## config.mk

```make
export PLATFORM = sky130hd
export DESIGN_NAME = ipv4_dotted_quad_parser
export DESIGN_NICKNAME = d
export VERILOG_FILES = /design/src/design/dqp_pkg.sv /design/src/design/ipv4_dotted_quad_parser.sv /design/src/design/dqp_front.sv /design/src/design/dqp_queue.sv /design/src/design/dqp_back.sv
export SDC_FILE = /design/constraint.sdc
export NUM_CORES = 1
export LEC_CHECK = 0
export ABC_AREA = 1
export BUFFER_PORTS_ARGS = -buffer_cell sky130_fd_sc_hd__buf_4
export CORE_MARGIN = 5
export CORE_UTILIZATION = 45
export CTS_CLUSTER_SIZE = 16
export DETAILED_ROUTE_END_ITERATION = 8
export GPL_ROUTABILITY_DRIVEN = 0
export PLACE_DENSITY = 0.72
export SYNTH_ARGS = -nofsm -noshare
export SYNTH_HDL_FRONTEND = slang
export SYNTH_SLANG_ARGS = --single-unit
```

## constraint.sdc

```tcl
create_clock -name clock -period 8.5 [get_ports clock]
set_clock_uncertainty 0.2 [all_clocks]
set_input_delay 0.85 -clock clock [delete_from_list [all_inputs] [get_ports clock]]
set_output_delay 0.85 -clock clock [all_outputs]
set_load 0.1 [all_outputs]
```

## src/design/dqp_pkg.sv

```systemverilog
// ----------------------------------------------------------------------------
// dqp_pkg
// Shared types and constants for the dotted-quad address parser.
// ----------------------------------------------------------------------------
`default_nettype none

package dqp_pkg;

   localparam int unsigned QueueDepth = 4;

   localparam logic [63:0] NilReset  = 64'h8000_0000_0000_0000;
   localparam logic [63:0] TagPrefix = 64'h0000_0020_0000_0000;

   localparam logic [7:0] ChTerm  = 8'h00;
   localparam logic [7:0] ChDot   = 8'h2E;
   localparam logic [7:0] ChZero  = 8'h30;
   localparam logic [7:0] ChNine  = 8'h39;

   localparam logic [1:0] CLS_DIGIT = 2'd0;
   localparam logic [1:0] CLS_DOT   = 2'd1;
   localparam logic [1:0] CLS_TERM  = 2'd2;
   localparam logic [1:0] CLS_OTHER = 2'd3;

   localparam logic [1:0] LAST_OCTET = 2'd3;

   typedef struct packed {
      logic [1:0] cls;
      logic [3:0] digit;
   } dqp_item_type;

endpackage

`default_nettype wire

```

## src/design/ipv4_dotted_quad_parser.sv

```systemverilog
// ----------------------------------------------------------------------------
// ipv4_dotted_quad_parser
// Streaming parser of dotted-decimal IPv4 address text.
// ----------------------------------------------------------------------------
// Feed one character per item on req_ch; a zero byte ends the field. Each
// terminator gives one item on the rsp_ channel: rsp_ok, rsp_address (first
// octet in bits 7..0, zero on failure) and rsp_tagged_word (prefix 0x20 in
// bits 39..32 OR address, or the nil word on failure). Other characters give
// no result item.
// Throughput: one character per cycle, sustained while req_stall stays low;
// the parse engine applies each item to the octet state.
// A terminator reaches the result outputs through the input register, the
// queue and the result register, in that order.
// When rsp_stall and rsp_valid are both high the result register holds; characters keep flowing
// until a terminator reaches the head of the queue, then the queue fills and
// req_stall rises.
// csr_data sets the nil word; csr_ready is always high; write only while idle.
// Reset clears the parse state, the queue and the result valid flag, and sets
// the nil word to 0x8000000000000000.
// ----------------------------------------------------------------------------
`default_nettype none

module ipv4_dotted_quad_parser
   import dqp_pkg::*;
#(
   parameter int unsigned QUEUE_DEPTH = QueueDepth
) (
   input  wire logic          clock,
   input  wire logic          reset,
   input  wire logic          req_valid,
   output logic               req_stall,
   input  wire logic [7:0]    req_ch,
   output logic               rsp_valid,
   input  wire logic          rsp_stall,
   output logic               rsp_ok,
   output logic [31:0]        rsp_address,
   output logic [63:0]        rsp_tagged_word,
   input  wire logic          csr_valid,
   output logic               csr_ready,
   input  wire logic [63:0]   csr_data
);

   logic         push_valid;
   dqp_item_type push_item;
   logic         push_ready;
   logic         pop_valid;
   dqp_item_type pop_item;
   logic         pop_ready;

   assign csr_ready = 1'b1;

   dqp_front u_front (
      .clock      (clock),
      .reset      (reset),
      .req_valid  (req_valid),
      .req_stall  (req_stall),
      .req_ch     (req_ch),
      .push_valid (push_valid),
      .push_item  (push_item),
      .push_ready (push_ready)
   );

   dqp_queue #(
      .DEPTH (QUEUE_DEPTH)
   ) u_queue (
      .clock      (clock),
      .reset      (reset),
      .push_valid (push_valid),
      .push_item  (push_item),
      .push_ready (push_ready),
      .pop_valid  (pop_valid),
      .pop_item   (pop_item),
      .pop_ready  (pop_ready)
   );

   dqp_back u_back (
      .clock           (clock),
      .reset           (reset),
      .pop_valid       (pop_valid),
      .pop_item        (pop_item),
      .pop_ready       (pop_ready),
      .csr_write       (csr_valid && csr_ready),
      .csr_data        (csr_data),
      .rsp_valid       (rsp_valid),
      .rsp_stall       (rsp_stall),
      .rsp_ok          (rsp_ok),
      .rsp_address     (rsp_address),
      .rsp_tagged_word (rsp_tagged_word)
   );

endmodule

`default_nettype wire

```

## src/design/dqp_front.sv

```systemverilog
// ----------------------------------------------------------------------------
// dqp_front
// Input stage: accepts one character per cycle while req_stall is low,
// classifies it and hands the classified item to the queue.
// ----------------------------------------------------------------------------
`default_nettype none

module dqp_front
   import dqp_pkg::*;
(
   input  wire logic         clock,
   input  wire logic         reset,
   input  wire logic         req_valid,
   output logic              req_stall,
   input  wire logic [7:0]   req_ch,
   output logic              push_valid,
   output dqp_item_type      push_item,
   input  wire logic         push_ready
);

   logic         front_valid_ff;
   logic         front_valid_in;
   dqp_item_type front_item_ff;
   dqp_item_type front_item_in;
   logic         accept;

   always_comb begin
      front_item_in.digit = req_ch[3:0];
      if (req_ch == ChTerm) begin
         front_item_in.cls = CLS_TERM;
      end else if (req_ch == ChDot) begin
         front_item_in.cls = CLS_DOT;
      end else if (req_ch >= ChZero && req_ch <= ChNine) begin
         front_item_in.cls = CLS_DIGIT;
      end else begin
         front_item_in.cls = CLS_OTHER;
      end
   end

   assign req_stall  = front_valid_ff && !push_ready;
   assign accept     = req_valid && !req_stall;
   assign push_valid = front_valid_ff;
   assign push_item  = front_item_ff;

   always_comb begin
      front_valid_in = front_valid_ff;
      if (accept) begin
         front_valid_in = 1'b1;
      end else if (push_ready) begin
         front_valid_in = 1'b0;
      end
   end

   always_ff @(posedge clock) begin
      if (reset) begin
         front_valid_ff <= 1'b0;
      end else begin
         front_valid_ff <= front_valid_in;
      end
   end

   always_ff @(posedge clock) begin
      if (accept) begin
         front_item_ff <= front_item_in;
      end
   end

endmodule

`default_nettype wire

```

## src/design/dqp_queue.sv

```systemverilog
// ----------------------------------------------------------------------------
// dqp_queue
// Short first-in first-out queue of classified items between the input stage
// and the parse engine.
// ----------------------------------------------------------------------------
`default_nettype none

module dqp_queue
   import dqp_pkg::*;
#(
   parameter int unsigned DEPTH = QueueDepth
) (
   input  wire logic         clock,
   input  wire logic         reset,
   input  wire logic         push_valid,
   input  wire dqp_item_type push_item,
   output logic              push_ready,
   output logic              pop_valid,
   output dqp_item_type      pop_item,
   input  wire logic         pop_ready
);

   localparam int unsigned PtrW = (DEPTH > 1) ? $clog2(DEPTH) : 1;
   localparam int unsigned CntW = $clog2(DEPTH + 1);

   dqp_item_type          slot_ff [DEPTH];
   logic [PtrW-1:0]       wr_ptr_ff;
   logic [PtrW-1:0]       wr_ptr_in;
   logic [PtrW-1:0]       rd_ptr_ff;
   logic [PtrW-1:0]       rd_ptr_in;
   logic [CntW-1:0]       count_ff;
   logic [CntW-1:0]       count_in;
   logic                  push;
   logic                  pop;

   assign push_ready = (count_ff != CntW'(DEPTH));
   assign pop_valid  = (count_ff != '0);
   assign pop_item   = slot_ff[rd_ptr_ff];
   assign push       = push_valid && push_ready;
   assign pop        = pop_valid && pop_ready;

   always_comb begin
      wr_ptr_in = wr_ptr_ff;
      rd_ptr_in = rd_ptr_ff;
      count_in  = count_ff;
      if (push) begin
         wr_ptr_in = (wr_ptr_ff == PtrW'(DEPTH - 1)) ? '0 : wr_ptr_ff + PtrW'(1);
      end
      if (pop) begin
         rd_ptr_in = (rd_ptr_ff == PtrW'(DEPTH - 1)) ? '0 : rd_ptr_ff + PtrW'(1);
      end
      if (push && !pop) begin
         count_in = count_ff + CntW'(1);
      end else if (pop && !push) begin
         count_in = count_ff - CntW'(1);
      end
   end

   always_ff @(posedge clock) begin
      if (reset) begin
         wr_ptr_ff <= '0;
         rd_ptr_ff <= '0;
         count_ff  <= '0;
      end else begin
         wr_ptr_ff <= wr_ptr_in;
         rd_ptr_ff <= rd_ptr_in;
         count_ff  <= count_in;
      end
   end

   always_ff @(posedge clock) begin
      if (push) begin
         slot_ff[wr_ptr_ff] <= push_item;
      end
   end

   a_count_bound: assert property (@(posedge clock) disable iff (reset)
      count_ff <= CntW'(DEPTH))
      else $error("queue count above depth");

   a_count_step: assert property (@(posedge clock) disable iff (reset)
      (push && !pop) |=> (count_ff == $past(count_ff) + CntW'(1)))
      else $error("queue count did not advance on push");

   a_empty_ptrs: assert property (@(posedge clock) disable iff (reset)
      (count_ff == '0) |-> (wr_ptr_ff == rd_ptr_ff))
      else $error("empty queue with unequal pointers");

endmodule

`default_nettype wire

```

## src/design/dqp_back.sv

```systemverilog
// ----------------------------------------------------------------------------
// dqp_back
// Parse engine: applies one classified item per cycle (unless a result stalls)
// to the octet state and registers the result of each terminated field.
// ----------------------------------------------------------------------------
`default_nettype none

module dqp_back
   import dqp_pkg::*;
(
   input  wire logic          clock,
   input  wire logic          reset,
   input  wire logic          pop_valid,
   input  wire dqp_item_type  pop_item,
   output logic               pop_ready,
   input  wire logic          csr_write,
   input  wire logic [63:0]   csr_data,
   output logic               rsp_valid,
   input  wire logic          rsp_stall,
   output logic               rsp_ok,
   output logic [31:0]        rsp_address,
   output logic [63:0]        rsp_tagged_word
);

   logic [63:0] nil_word_ff;
   logic [1:0]  octet_index_ff;
   logic [1:0]  octet_index_in;
   logic [7:0]  octet_value_ff;
   logic [7:0]  octet_value_in;
   logic        octet_has_digit_ff;
   logic        octet_has_digit_in;
   logic        octet_over_range_ff;
   logic        octet_over_range_in;
   logic        parse_failed_ff;
   logic        parse_failed_in;
   logic [23:0] packed_octets_ff;
   logic [23:0] packed_octets_in;
   logic        rsp_valid_ff;
   logic        rsp_valid_in;
   logic        rsp_ok_ff;
   logic [31:0] rsp_address_ff;
   logic [63:0] rsp_tagged_word_ff;
   logic        is_term;
   logic        pop;
   logic        good;
   logic [31:0] good_address;
   logic [11:0] digit_sum;

   assign is_term   = (pop_item.cls == CLS_TERM);
   assign pop_ready = !is_term || !rsp_valid_ff || !rsp_stall;
   assign pop       = pop_valid && pop_ready;

   assign digit_sum = {1'b0, octet_value_ff, 3'b000} + {3'b000, octet_value_ff, 1'b0}
                    + {8'h00, pop_item.digit};

   assign good = !parse_failed_ff && (octet_index_ff == LAST_OCTET)
              && octet_has_digit_ff && !octet_over_range_ff;
   assign good_address = good ? {octet_value_ff, packed_octets_ff} : 32'h0;

   always_comb begin
      octet_index_in      = octet_index_ff;
      octet_value_in      = octet_value_ff;
      octet_has_digit_in  = octet_has_digit_ff;
      octet_over_range_in = octet_over_range_ff;
      parse_failed_in     = parse_failed_ff;
      packed_octets_in    = packed_octets_ff;
      if (pop) begin
         if (is_term) begin
            octet_index_in      = '0;
            octet_value_in      = '0;
            octet_has_digit_in  = 1'b0;
            octet_over_range_in = 1'b0;
            parse_failed_in     = 1'b0;
            packed_octets_in    = '0;
         end else if (!parse_failed_ff) begin
            unique case (pop_item.cls)
               CLS_DIGIT: begin
                  octet_has_digit_in = 1'b1;
                  if (!octet_over_range_ff) begin
                     if (digit_sum > 12'd255) begin
                        octet_over_range_in = 1'b1;
                     end else begin
                        octet_value_in = digit_sum[7:0];
                     end
                  end
               end
               CLS_DOT: begin
                  if (octet_index_ff != LAST_OCTET && octet_has_digit_ff
                      && !octet_over_range_ff) begin
                     case (octet_index_ff)
                        2'd0:    packed_octets_in[7:0]   = octet_value_ff;
                        2'd1:    packed_octets_in[15:8]  = octet_value_ff;
                        2'd2:    packed_octets_in[23:16] = octet_value_ff;
                        default: packed_octets_in        = packed_octets_ff;
                     endcase
                     octet_index_in     = octet_index_ff + 2'd1;
                     octet_value_in     = '0;
                     octet_has_digit_in = 1'b0;
                  end else begin
                     parse_failed_in = 1'b1;
                  end
               end
               default: begin
                  parse_failed_in = 1'b1;
               end
            endcase
         end
      end
   end

   always_comb begin
      rsp_valid_in = rsp_valid_ff;
      if (pop && is_term) begin
         rsp_valid_in = 1'b1;
      end else if (!rsp_stall) begin
         rsp_valid_in = 1'b0;
      end
   end

   always_ff @(posedge clock) begin
      if (reset) begin
         nil_word_ff         <= NilReset;
         octet_index_ff      <= '0;
         octet_value_ff      <= '0;
         octet_has_digit_ff  <= 1'b0;
         octet_over_range_ff <= 1'b0;
         parse_failed_ff     <= 1'b0;
         packed_octets_ff    <= '0;
         rsp_valid_ff        <= 1'b0;
      end else begin
         if (csr_write) begin
            nil_word_ff <= csr_data;
         end
         octet_index_ff      <= octet_index_in;
         octet_value_ff      <= octet_value_in;
         octet_has_digit_ff  <= octet_has_digit_in;
         octet_over_range_ff <= octet_over_range_in;
         parse_failed_ff     <= parse_failed_in;
         packed_octets_ff    <= packed_octets_in;
         rsp_valid_ff        <= rsp_valid_in;
      end
   end

   always_ff @(posedge clock) begin
      if (pop && is_term) begin
         rsp_ok_ff          <= good;
         rsp_address_ff     <= good_address;
         rsp_tagged_word_ff <= good ? (TagPrefix | {32'h0, good_address}) : nil_word_ff;
      end
   end

   assign rsp_valid       = rsp_valid_ff;
   assign rsp_ok          = rsp_ok_ff;
   assign rsp_address     = rsp_address_ff;
   assign rsp_tagged_word = rsp_tagged_word_ff;

   a_ok_tag: assert property (@(posedge clock) disable iff (reset)
      (rsp_valid_ff && rsp_ok_ff) |-> (rsp_tagged_word_ff == (TagPrefix | {32'h0, rsp_address_ff})))
      else $error("tagged word does not match address");

   a_fail_zero: assert property (@(posedge clock) disable iff (reset)
      (rsp_valid_ff && !rsp_ok_ff) |-> (rsp_address_ff == 32'h0))
      else $error("failed parse with nonzero address");

   a_fourth_dot: assert property (@(posedge clock) disable iff (reset)
      (pop && pop_item.cls == CLS_DOT && octet_index_ff == LAST_OCTET) |=> parse_failed_ff)
      else $error("fourth dot did not fail the parse");

   a_term_clear: assert property (@(posedge clock) disable iff (reset)
      (pop && is_term) |=> (octet_index_ff == '0 && !parse_failed_ff && !octet_has_digit_ff))
      else $error("state not cleared after terminator");

   a_over_digit: assert property (@(posedge clock) disable iff (reset)
      octet_over_range_ff |-> octet_has_digit_ff)
      else $error("over-range octet without a digit");

endmodule

`default_nettype wire
```

==> impl_metrics.json <==
{
  "outcome": "complete, no violations",
  "p_seq_frac": 0.343,
  "grt_max_degree": 99,
  "crit_required_ns": 8.45,
  "finalCritPeriodShare": 0.482,
  "drt_pass1_iterations": 5,
  "io_pins": 177,
  "postCtsResizedCells": 0,
  "core_mm2": 0.0212,
  "nNetsFinal": 1263,
  "insertion_delay_ns": 0.53,
  "wl_per_cell_um": 15.1,
  "pwr-share-comb": 0.428,
  "startpoint_type": "flip-flop",
  "seqCellArea_mm2": 0.00606,
  "antenna_found_initial": 0,
  "rsz0062_at_grt": "no",
  "die_w_um": 157,
  "start_util": 0.461,
  "cts_buffers": 25,
  "grt_pass1_vias": 6879,
  "syn2layout_area_growth_pct": 23.9,
  "synth_cells": 994,
  "final_util": 0.571,
  "htree_num_levels": 1,
  "arrival_ns": 4.04,
  "hold_viol_final": 0,
  "power_density_mw_per_mm2": 393,
  "grtUsageTotal": 0.169,
  "critPathKind": "flip-flop to flip-flop",
  "grt_overflow": 0,
  "post-dp-hpwl_um": 14900,
  "finalSetupViolCount": 0,
  "hold_class": "flip-flop to flip-flop",
  "finalCriticalPeriod_ns": 4.09,
  "tightest_slew_ns": 1.09,
  "rrSetupSlack_ns": 4.41,
  "yosysWarnings": 0,
  "fin_setup_tns_ns": 0,
  "vias": 7048,
  "synth.avg_cell_area_um2": 9.82,
  "finalPower_uw": 4760,
  "hold_buffers": 0,
  "p_int_uw": 2590,
  "hold_ws_ns": 0.257,
  "route.detailed.drc": 0,
  "num-fill-cells": 1812,
  "grt_pass1_wl_um": 34000,
  "final_cell_mix": "buf_4, nor2_1, o21ai_0, edfxtp_1, inv_1",
  "layout_commonest_cell": "buf_4",
  "clock-sinks": 239,
  "synth.top_cell.area_share": 0.391,
  "leakagePower_uw": 0.00503,
  "synth_area_mm2": 0.00976,
  "slew_viol_final": 0,
  "initialDrtViolationCount": 362,
  "cts_root_buffer": "clkbuf_16",
  "synth_nets": 1103,
  "floorplan.die_area_mm2": 0.0247,
  "ys_top_cells_by_area": "edfxtp_1, dfxtp_1, o21ai_0",
  "yosys.area.top_type": "edfxtp_1",
  "cp_max_fo": 78,
  "synth_cell_types": 42,
  "drtAntennaViolNets": 0,
  "path_clk_slew_ns": 0.06,
  "totalWireLength_um": 21800,
  "netSwitchingPower_uw": 2170,
  "die_y_um": 157,
  "clock_path_buffers": 3,
  "end_kind": "flip-flop",
  "ys_ff_latch": 239,
  "multi_input_area_mm2": 0.00306,
  "synth_seq_area_share": 0.621,
  "slew_headroom": 0.272,
  "ir_worst_vdd_uv": 166,
  "drive_gt1_frac": 0.211,
  "power_frac_clock": 0.229,
  "maxCapViolCount": 0,
  "num_antenna_cells": 0,
  "cts_tree": "yes",
  "viasPerCell": 4.87,
  "port_buffers": 175,
  "row_count": 53,
  "switching_share": 0.455,
  "post-cts-setup-buffers": 0,
  "clock.fmax_ghz": 0.244
}
-- Yosys cell counts, drive strengths merged --
cell type  number
a211oi          5
a21boi          1
a21oi          86
a31oi           3
a32o            1
a32oi           2
and3            1
buf            12
clkbuf         33
clkinv          1
conb            1
dfxtp         112
edfxtp        127
fa              3
ha             29
inv           123
nand2         106
nand3          26
nand3b          1
nand4           1
nor2          179
nor4            2
o211a           1
o211ai          1
o21a            1
o21ai         132
o22ai           2
or2             2
-- per-stage QoR --
stage / cells / area [um^2] / setup slack, ns
final: 1448 / 12100 / 4.41
after global routing: 1448 / 12100 / 4.09
after CTS: 1448 / 12100 / 4.34
after detailed placement: 1402 / 11300 / 4.40
after global placement: 1402 / 11300 / 4.56
after floorplan: 994 / 9760 / 1.97
-- worst paths after layout --
check | from | endpoint | cells after the start
setup / recovery | flip-flop | u_back.rsp_address[28] | 8
hold / removal | u_back.nil_word_ff[45] | u_back.nil_word_ff[45] | 2
setup reg to reg | flip-flop | u_back.rsp_address[28] | 8
hold reg to reg | u_back.nil_word_ff[45] | u_back.nil_word_ff[45] | 2
-- final cells by class --
type,instances,share of cell area
inverters,124,0.0385
repair buffers,178,0.111
clock inverters,19,0.0161
well taps,275,0.0285
flip-flops and latches,239,0.501
clock buffers,27,0.0524
multi-input cells,586,0.253
-- sequential cells by signal, indices dropped and copies added (netlist names), named ones only --
name and count:
u_back.nil_word_ff 64, u_back.octet_has_digit_ff 1, u_back.octet_index_ff 2, u_back.octet_over_range_ff 1, u_back.octet_value_ff 8, u_back.packed_octets_ff 24
u_back.parse_failed_ff 1, u_back.rsp_address 32, u_back.rsp_ok 1, u_back.rsp_tagged_word 64, u_back.rsp_valid 1, u_front.push_item 6
u_front.push_valid 1, u_queue.count_ff 3, u_queue.rd_ptr_ff 2, u_queue.slot_ff 24, u_queue.wr_ptr_ff 2
-- worst max-delay path, stage by stage (launching register included) --
cell and delay (ns):
dfxtp_1 0.55, inv_1 0.26, nand2_1 0.11, a32oi_1 0.14, inv_1 0.12, ha_1 0.58, inv_2 0.21, nor2_4 0.58
buf_4 0.84
-- metal layers --
metal | vias to the layer above | wire length (um) | global-route usage
met5 | - | 0 | 0
met4 | 0 | 424 | 0.0447
met3 | 33 | 1460 | 0.0319
met2 | 183 | 10700 | 0.296
met1 | 3214 | 9200 | 0.217
li1 | 3618 | - | -
-- power groups by stage --
stage / combinational (uW) / sequential [uW] / clock, uW
after floorplan: 688 / 2600 / 0
after global placement: 2010 / 1650 / 0
after detailed placement: 2040 / 1650 / 0
after CTS: 2050 / 1630 / 1110
after global routing: 2170 / 1650 / 1160
final: 2040 / 1630 / 1090
-- cell families (layout without fill, tap and decap cells) --
| logic type | count (synthesis) | count (layout) | share of synthesized area |
|---|---|---|---|
| other cells | 1 | 1 | 0.000384 |
| flops | 239 | 239 | 0.621 |
| buf+inv | 169 | 348 | 0.0682 |
| simple gates | 318 | 318 | 0.138 |
| fa+ha+maj | 32 | 32 | 0.0433 |
| compound gates | 235 | 235 | 0.129 |
Note: power is estimated with default switching activity, not from simulation.
